$ cat config.mk
export PLATFORM = sky130hd
export DESIGN_NAME = searchable_fifo_queue_flat
export DESIGN_NICKNAME = d
export VERILOG_FILES = /design/src/rtl/sfq_pkg.sv /design/src/rtl/sfq_if.sv /design/src/rtl/searchable_fifo_queue.sv /design/src/flat_wrapper.sv
export SDC_FILE = /design/constraint.sdc
export NUM_CORES = 1
export LEC_CHECK = 0
export ABC_AREA = 1
export BUFFER_PORTS_ARGS = -buffer_cell sky130_fd_sc_hd__buf_2
export CORE_MARGIN = 3
export CORE_UTILIZATION = 50
export DETAILED_ROUTE_END_ITERATION = 16
export GPL_TIMING_DRIVEN = 0
export PLACE_DENSITY_LB_ADDON = 0.2
export SLEW_MARGIN = 5
export SYNTH_ARGS = -nofsm -noshare
export SYNTH_HDL_FRONTEND = slang
export SYNTH_SLANG_ARGS = --single-unit
$ cat constraint.sdc
create_clock -name clock -period 15.26 [get_ports clock]
set_input_delay 0.763 -clock clock [delete_from_list [all_inputs] [get_ports clock]]
set_output_delay 0.763 -clock clock [all_outputs]
set_load 0.02 [all_outputs]
$ cat src/rtl/sfq_pkg.sv
package sfq_pkg;

   localparam int unsigned DEPTH_DEFAULT = 16;
   localparam int unsigned DATA_W = 32;
   localparam int unsigned REQ_W = 3;
   localparam int unsigned STATUS_W = 2;
   localparam int unsigned CNT_W_DEFAULT = $clog2(DEPTH_DEFAULT + 1);

   typedef enum logic [REQ_W-1:0] {
      REQ_PUSH   = 3'd0,
      REQ_POP    = 3'd1,
      REQ_SEARCH = 3'd2,
      REQ_LENGTH = 3'd3,
      REQ_DUMP   = 3'd4
   } req_code_type;

   typedef enum logic [STATUS_W-1:0] {
      STATUS_OK    = 2'd0,
      STATUS_FULL  = 2'd1,
      STATUS_EMPTY = 2'd2
   } status_type;

endpackage

$ cat src/rtl/sfq_if.sv
interface sfq_req_if;
   logic                                  valid;
   logic                                  ready;
   logic [sfq_pkg::REQ_W-1:0]             req_type;
   logic signed [sfq_pkg::DATA_W-1:0]     data_in;

   modport source (output valid, output req_type, output data_in, input ready);
   modport sink (input valid, input req_type, input data_in, output ready);
endinterface

interface sfq_rsp_if #(
   parameter int unsigned CNT_W = sfq_pkg::CNT_W_DEFAULT
);
   logic                                  valid;
   logic                                  ready;
   logic signed [sfq_pkg::DATA_W-1:0]     data_out;
   logic                                  found;
   logic [CNT_W-1:0]                      count;
   logic [sfq_pkg::STATUS_W-1:0]          status;
   logic                                  last;

   modport source (output valid, output data_out, output found, output count,
                   output status, output last, input ready);
   modport sink (input valid, input data_out, input found, input count,
                 input status, input last, output ready);
endinterface

$ cat src/rtl/searchable_fifo_queue.sv
// Channel   Direction  Payload                               Handshake
// req_ch    in         req_type, data_in                     valid / ready
// rsp_ch    out        data_out, found, count, status, last  valid / ready
//
// Push, length query and requests that hit a full or empty queue: the result is
// registered on acceptance and sits in the output register until taken.
// Pop: result from ST_POP. Search: ST_SCAN walks from the head through the single
// registered read port of the ring memory and stops on a match or the last entry.
// Dump: after ST_DUMP, one entry per cycle while rsp_ch.ready stays high.
// Synchronous active-high reset empties the queue; ring contents are not cleared.
// A stalled result holds req_ch.ready low until it transfers.
module searchable_fifo_queue #(
   parameter int unsigned DEPTH = sfq_pkg::DEPTH_DEFAULT
) (
   input  logic        clock,
   input  logic        reset,
   sfq_req_if.sink     req_ch,
   sfq_rsp_if.source   rsp_ch
);

   localparam int unsigned PTR_W = $clog2(DEPTH);
   localparam int unsigned CNT_W = $clog2(DEPTH + 1);

   typedef enum logic [2:0] {
      ST_IDLE,
      ST_POP,
      ST_SCAN,
      ST_DUMP,
      ST_STREAM,
      ST_RESP
   } state_type;

   state_type                          state_ff, state_in;
   logic [PTR_W-1:0]                   head_ff, head_in;
   logic [PTR_W-1:0]                   tail_ff, tail_in;
   logic [CNT_W-1:0]                   occ_ff, occ_in;
   logic [PTR_W-1:0]                   ptr_ff, ptr_in;
   logic [CNT_W-1:0]                   left_ff, left_in;
   logic signed [sfq_pkg::DATA_W-1:0]  key_ff, key_in;
   logic                               rsp_valid_ff, rsp_valid_in;
   logic signed [sfq_pkg::DATA_W-1:0]  rsp_data_ff, rsp_data_in;
   logic                               rsp_found_ff, rsp_found_in;
   logic [CNT_W-1:0]                   rsp_count_ff, rsp_count_in;
   sfq_pkg::status_type                rsp_status_ff, rsp_status_in;
   logic                               rsp_last_ff, rsp_last_in;

   logic signed [sfq_pkg::DATA_W-1:0]  entries_ff [DEPTH];
   logic signed [sfq_pkg::DATA_W-1:0]  rd_data_ff;
   logic                               mem_we;

   logic                               full;
   logic                               empty;
   sfq_pkg::req_code_type              req_code;

   function automatic logic [PTR_W-1:0] wrap_inc(input logic [PTR_W-1:0] p);
      if (p == PTR_W'(DEPTH - 1)) begin
         return '0;
      end
      return p + PTR_W'(1);
   endfunction

   assign full     = (occ_ff == CNT_W'(DEPTH));
   assign empty    = (occ_ff == '0);
   assign req_code = sfq_pkg::req_code_type'(req_ch.req_type);

   assign req_ch.ready    = (state_ff == ST_IDLE);
   assign rsp_ch.valid    = rsp_valid_ff;
   assign rsp_ch.data_out = rsp_data_ff;
   assign rsp_ch.found    = rsp_found_ff;
   assign rsp_ch.count    = rsp_count_ff;
   assign rsp_ch.status   = rsp_status_ff;
   assign rsp_ch.last     = rsp_last_ff;

   always_comb begin
      state_in      = state_ff;
      head_in       = head_ff;
      tail_in       = tail_ff;
      occ_in        = occ_ff;
      ptr_in        = ptr_ff;
      left_in       = left_ff;
      key_in        = key_ff;
      rsp_valid_in  = rsp_valid_ff;
      rsp_data_in   = rsp_data_ff;
      rsp_found_in  = rsp_found_ff;
      rsp_count_in  = rsp_count_ff;
      rsp_status_in = rsp_status_ff;
      rsp_last_in   = rsp_last_ff;
      mem_we        = 1'b0;

      unique case (state_ff)
         ST_IDLE: begin
            if (req_ch.valid) begin
               key_in        = req_ch.data_in;
               rsp_data_in   = '0;
               rsp_found_in  = 1'b0;
               rsp_count_in  = occ_ff;
               rsp_status_in = sfq_pkg::STATUS_OK;
               rsp_last_in   = 1'b1;
               rsp_valid_in  = 1'b1;
               state_in      = ST_RESP;
               unique case (req_code)
                  sfq_pkg::REQ_PUSH: begin
                     if (full) begin
                        rsp_status_in = sfq_pkg::STATUS_FULL;
                     end else begin
                        mem_we       = 1'b1;
                        tail_in      = wrap_inc(tail_ff);
                        occ_in       = occ_ff + CNT_W'(1);
                        rsp_count_in = occ_ff + CNT_W'(1);
                     end
                  end
                  sfq_pkg::REQ_POP: begin
                     if (empty) begin
                        rsp_status_in = sfq_pkg::STATUS_EMPTY;
                     end else begin
                        rsp_valid_in = 1'b0;
                        ptr_in       = head_ff;
                        state_in     = ST_POP;
                     end
                  end
                  sfq_pkg::REQ_SEARCH: begin
                     if (!empty) begin
                        rsp_valid_in = 1'b0;
                        ptr_in       = head_ff;
                        left_in      = occ_ff;
                        state_in     = ST_SCAN;
                     end
                  end
                  sfq_pkg::REQ_DUMP: begin
                     if (empty) begin
                        rsp_status_in = sfq_pkg::STATUS_EMPTY;
                     end else begin
                        rsp_valid_in = 1'b0;
                        ptr_in       = head_ff;
                        left_in      = occ_ff;
                        state_in     = ST_DUMP;
                     end
                  end
                  default: begin
                     // length query and unused codes keep the defaults
                  end
               endcase
            end
         end
         ST_POP: begin
            rsp_data_in  = rd_data_ff;
            rsp_count_in = occ_ff - CNT_W'(1);
            head_in      = wrap_inc(head_ff);
            occ_in       = occ_ff - CNT_W'(1);
            rsp_valid_in = 1'b1;
            state_in     = ST_RESP;
         end
         ST_SCAN: begin
            // rd_data_ff always mirrors the entry at ptr_ff
            if (rd_data_ff == key_ff) begin
               rsp_found_in = 1'b1;
               rsp_valid_in = 1'b1;
               state_in     = ST_RESP;
            end else if (left_ff == CNT_W'(1)) begin
               rsp_valid_in = 1'b1;
               state_in     = ST_RESP;
            end else begin
               ptr_in  = wrap_inc(ptr_ff);
               left_in = left_ff - CNT_W'(1);
            end
         end
         ST_DUMP: begin
            rsp_data_in  = rd_data_ff;
            rsp_last_in  = (left_ff == CNT_W'(1));
            rsp_valid_in = 1'b1;
            ptr_in       = wrap_inc(ptr_ff);
            left_in      = left_ff - CNT_W'(1);
            state_in     = ST_STREAM;
         end
         ST_STREAM: begin
            if (rsp_ch.ready) begin
               if (rsp_last_ff) begin
                  rsp_valid_in = 1'b0;
                  state_in     = ST_IDLE;
               end else begin
                  // advance to the next entry on each transfer
                  rsp_data_in = rd_data_ff;
                  rsp_last_in = (left_ff == CNT_W'(1));
                  ptr_in      = wrap_inc(ptr_ff);
                  left_in     = left_ff - CNT_W'(1);
               end
            end
         end
         ST_RESP: begin
            if (rsp_ch.ready) begin
               rsp_valid_in = 1'b0;
               state_in     = ST_IDLE;
            end
         end
         default: begin
            state_in = ST_IDLE;
         end
      endcase
   end

   always_ff @(posedge clock) begin
      if (reset) begin
         state_ff     <= ST_IDLE;
         head_ff      <= '0;
         tail_ff      <= '0;
         occ_ff       <= '0;
         rsp_valid_ff <= 1'b0;
      end else begin
         state_ff     <= state_in;
         head_ff      <= head_in;
         tail_ff      <= tail_in;
         occ_ff       <= occ_in;
         rsp_valid_ff <= rsp_valid_in;
      end
      ptr_ff        <= ptr_in;
      left_ff       <= left_in;
      key_ff        <= key_in;
      rsp_data_ff   <= rsp_data_in;
      rsp_found_ff  <= rsp_found_in;
      rsp_count_ff  <= rsp_count_in;
      rsp_status_ff <= rsp_status_in;
      rsp_last_ff   <= rsp_last_in;
   end

   always_ff @(posedge clock) begin
      if (mem_we) begin
         entries_ff[tail_ff] <= req_ch.data_in;
      end
      rd_data_ff <= entries_ff[ptr_in];
   end

   assert property (@(posedge clock) disable iff (reset)
      occ_ff <= CNT_W'(DEPTH))
      else $error("occupancy above depth");

   assert property (@(posedge clock) disable iff (reset)
      (head_ff == tail_ff) |-> (occ_ff == '0 || occ_ff == CNT_W'(DEPTH)))
      else $error("pointers agree but queue neither empty nor full");

   assert property (@(posedge clock) disable iff (reset)
      (state_ff == ST_IDLE) |-> !rsp_valid_ff)
      else $error("result pending while idle");

   assert property (@(posedge clock) disable iff (reset)
      (rsp_valid_ff && rsp_ch.ready && rsp_last_ff) |=> (state_ff == ST_IDLE))
      else $error("final result transferred but block not idle");

   assert property (@(posedge clock) disable iff (reset)
      (state_ff == ST_SCAN || state_ff == ST_STREAM) |-> $stable(occ_ff))
      else $error("occupancy changed during scan or dump");

endmodule

$ cat src/flat_wrapper.sv
// flat-port wrapper written by rule: the top's interface ports become plain ports
module searchable_fifo_queue_flat 
#(
   parameter int unsigned DEPTH = sfq_pkg::DEPTH_DEFAULT
)
  (clock, reset, req_ch_valid, req_ch_req_type, req_ch_data_in, req_ch_ready, rsp_ch_valid, rsp_ch_data_out, rsp_ch_found, rsp_ch_count, rsp_ch_status, rsp_ch_last, rsp_ch_ready);
  sfq_req_if req_ch_i ();
  sfq_rsp_if #(.CNT_W((sfq_pkg::CNT_W_DEFAULT))) rsp_ch_i ();
  input  logic clock;
  input  logic reset;
  input wire logic [$bits(req_ch_i.valid)-1:0] req_ch_valid;
  input wire logic [$bits(req_ch_i.req_type)-1:0] req_ch_req_type;
  input wire logic [$bits(req_ch_i.data_in)-1:0] req_ch_data_in;
  output wire logic [$bits(req_ch_i.ready)-1:0] req_ch_ready;
  output wire logic [$bits(rsp_ch_i.valid)-1:0] rsp_ch_valid;
  output wire logic [$bits(rsp_ch_i.data_out)-1:0] rsp_ch_data_out;
  output wire logic [$bits(rsp_ch_i.found)-1:0] rsp_ch_found;
  output wire logic [$bits(rsp_ch_i.count)-1:0] rsp_ch_count;
  output wire logic [$bits(rsp_ch_i.status)-1:0] rsp_ch_status;
  output wire logic [$bits(rsp_ch_i.last)-1:0] rsp_ch_last;
  input wire logic [$bits(rsp_ch_i.ready)-1:0] rsp_ch_ready;
  assign req_ch_i.valid = req_ch_valid;
  assign req_ch_i.req_type = req_ch_req_type;
  assign req_ch_i.data_in = req_ch_data_in;
  assign req_ch_ready = req_ch_i.ready;
  assign rsp_ch_valid = rsp_ch_i.valid;
  assign rsp_ch_data_out = rsp_ch_i.data_out;
  assign rsp_ch_found = rsp_ch_i.found;
  assign rsp_ch_count = rsp_ch_i.count;
  assign rsp_ch_status = rsp_ch_i.status;
  assign rsp_ch_last = rsp_ch_i.last;
  assign rsp_ch_i.ready = rsp_ch_ready;
  searchable_fifo_queue #(.DEPTH(DEPTH)) u_core (.clock(clock), .reset(reset), .req_ch(req_ch_i), .rsp_ch(rsp_ch_i));
endmodule
==> metrics <==
wirelength, routed roughly 76000 um; Post-DRT Antenna Nets 0; Final period util 0.2493; Req. time, crit path around 16000 ps; mux cell area share after synthesis 0.0003772; CTS tree built; WHS 390.7 ps; Fin. Hold Viols 0; Die Ht roughly 240 um; Worst Hold Class in -> reg; hold path startpoint reset; Clock Tree Buf Depth 3; CTS Buf Count between 60 and 70; reg2reg setup slack roughly 11000 ps; Worst setup EP type flop; Avg Inst Size Synth about 11 um2; Synth Area in Simple Gates 0.2237; utilization after layout 0.5896; share of cells above drive strength 1 0.1364; largest net degree at the start of global routing 24; Synth area leaders edfxtp_1 67%, nand3_1 13%, nand2_1 7.9%; Total GRT Usage 0.2670; buffers added on ports slightly above 80; Adder-Cell Fraction of Synth Area 0.005186; WL/cell around 23 um; FILL cells around 4200; top cells by count, synth 663 x nand3_1, 590 x edfxtp_1, 557 x nand2_1, 97 x nor2_1, 83 x inv_1; CTS Root Cell clkbuf_16; core footprint just over 50000 um2; setup_tns 0 ps; Clk Latency, worst-skew pair between 600 and 700 ps; RD Place Congestion 0.8990; TritonRoute pass-1 iters 5; status finished clean; yosys warns 0; post-synthesis sequential area ratio 0.7076; Post-CTS Setup Repair Bufs 0; critical path type reg -> reg; pwr/cell area between 200 and 250 nW/um2; DR iter-0 viols 2409; Top FF cell, synth edfxtp_1; maximum vdd drop roughly 0.13 mV; hold_buf cts 0; Register-to-Register Path Depth 11; max-slew violations 0; post-route cell area approximately 30000 um2; LEAKAGE 11.60 nW; Seq cells post-synth between 600 and 700; global route overflow 0; CP arrival around 4100 ps; initial antenna violation count 2; Diodes inserted 0; Least-Margin Pin Slew 992.1 ps; Mapped Cells 2321; Slew headroom 0.3386; Worst setup SP type flop; synthesized area between 20000 and 30000 um2; Post-synth EDFFs 590; H-tree depth 3; Async SR Flop Fraction 0; first-pass GRT wire length approximately 110000 um; vias in the first global route around 18000; Synth area leader edfxtp_1; post-cts gate resize count 0; Max Fclk 262.9 MHz; Setup Skew between 30 and 40 ps; final net count approximately 2500; fin crit period ~3800 ps; RR Endpoint u_core.entries_ff[7][19]; Synth cell types 34; CTS sink cnt roughly 640; Starting Density 0.5111; syn_nets around 2400; width of the chip roughly 240 um; top-count cell post-synth nand3_1; hold path depth 2; xor/xnor cell area share of the yosys netlist 0.008911; Max-Cap Viols 0; Synth top area share 0.6676; largest family of logic cells by synthesized area simple AND/OR/NAND/NOR gates; Vias ~19000; Clk pin slew, worst setup/hold paths 60 ps; Synth Area in Compound Gates 0.01188; Rows 83; WHS Endpoint u_core.rsp_ch.valid; Layout area overhead 15.36%; IO Pins around 80; Worst Path Max Fanout 10; DP Area ~28000 um2; Final setup viols 0; drt drc 0; vias per cell about 5.8; die area 55880 um2; DP HPWL roughly 52000 um; RSZ-0062 raised after global routing no; RR Startpoint u_core.state_ff[0]
## critical path: stages, from the launching register on
cell and delay, ps:
dfxtp_1 400, nor2_2 200, inv_2 80, nor2_4 180, inv_2 80, nor2_4 420
inv_1 220, nor2_1 330, nand2_1 350, nor3_2 790, buf_6 240, buf_6 180
## kinds of logic after synthesis
| group | after synthesis |
|---|---|
| AND/OR/NAND/NOR | 1339 |
| adder cells (fa/ha/maj) | 11 |
| XOR/XNOR | 27 |
| AO/OA/AOI/OAI | 58 |
| buffers and inverters | 242 |
| flip-flops | 643 |
| multiplexers | 1 |
## power breakdown
| group | switching [W] | total, W | internal, W | leakage [nW] |
|---|---|---|---|---|
| clock network | 0.000678 | 0.00163 | 0.000948 | 1.08 |
| registers | 0.0000833 | 0.00221 | 0.00213 | 5.81 |
| logic | 0.00262 | 0.00367 | 0.00105 | 4.71 |
| total | 0.00338 | 0.00750 | 0.00412 | 11.6 |
## flip-flops by register name, summed over array words and instances (netlist names), 2 cells and up
name	cells
u_core.left_ff	5
u_core.rsp_ch.status	2
u_core.entries_ff	512
u_core.rsp_ch.data_out	32
u_core.key_ff	32
u_core.ptr_ff	4
u_core.occ_ff	5
u_core.tail_ff	4
u_core.head_ff	4
u_core.rsp_ch.count	5
u_core.state_ff	3
u_core.rd_data_ff	32
## per-layer routing
metal  GRT usage  vias to the layer above  routed length (um)
li1            -                     8530                   -
met1      0.3569                     9137               29340
met2      0.4283                     1007               35610
met3     0.06056                      179                7829
met4      0.1028                        2                2749
met5           0                        -                   7
## per-stage QoR
step / setup slack [ps] / std cells / power, W
after global placement: 6466 / 3082 / 0.005736
after global routing: 11210 / 3231 / 0.007912
after detailed placement: 11330 / 3106 / 0.005835
final: 11460 / 3231 / 0.007504
after CTS: 11490 / 3231 / 0.007454
after floorplan: 10150 / 2321 / 0.004506
## placed cells by master (no fill, tap or decap), types with 2 or more instances in the layout
master	instances
a21oi_1	18
buf_1	4
buf_12	4
buf_16	13
buf_2	148
buf_4	32
buf_6	7
bufinv_16	4
clkbuf_1	51
clkbuf_16	73
clkinv_1	13
clkinv_2	13
clkinv_8	2
dfxtp_1	53
edfxtp_1	590
ha_1	11
inv_1	83
inv_2	22
nand2_1	557
nand2_4	2
nand3_1	663
nand4_1	3
nor2_1	82
nor2_2	2
nor2_4	18
nor3_1	5
nor3_2	2
o211ai_1	6
o21ai_0	29
xnor2_1	19
xor2_1	8
## worst max-delay path by stage
stage / depth (start not counted) / start / slack [ps] / end
after floorplan: 9 / u_core.state_ff[0] / 10150 / u_core.entries_ff[7][0]
after global placement: 7 / req_ch_valid / 6470 / u_core.entries_ff[7][13]
after detailed placement: 8 / req_ch_req_type[0] / 11330 / u_core.entries_ff[7][13]
after CTS: 11 / u_core.state_ff[0] / 11490 / u_core.entries_ff[7][19]
after global routing: 11 / u_core.state_ff[0] / 11210 / u_core.entries_ff[7][19]
final: 11 / u_core.state_ff[0] / 11460 / u_core.entries_ff[7][19]
## final cells by class
cell class / instances / area [um2] / share of cell area
clock inverter: 34 / 281.5 / 0.009196
buffer: 137 / 729.5 / 0.02383
clock buffer: 91 / 1904 / 0.06221
sequential: 643 / 18780 / 0.6134
multi-input combinational: 1436 / 6764 / 0.2210
tap: 680 / 850.8 / 0.02779
timing repair buffer: 105 / 910.9 / 0.02975
inverter: 105 / 394.1 / 0.01287
No activity file was read; power rests on OpenSTA's default activity.
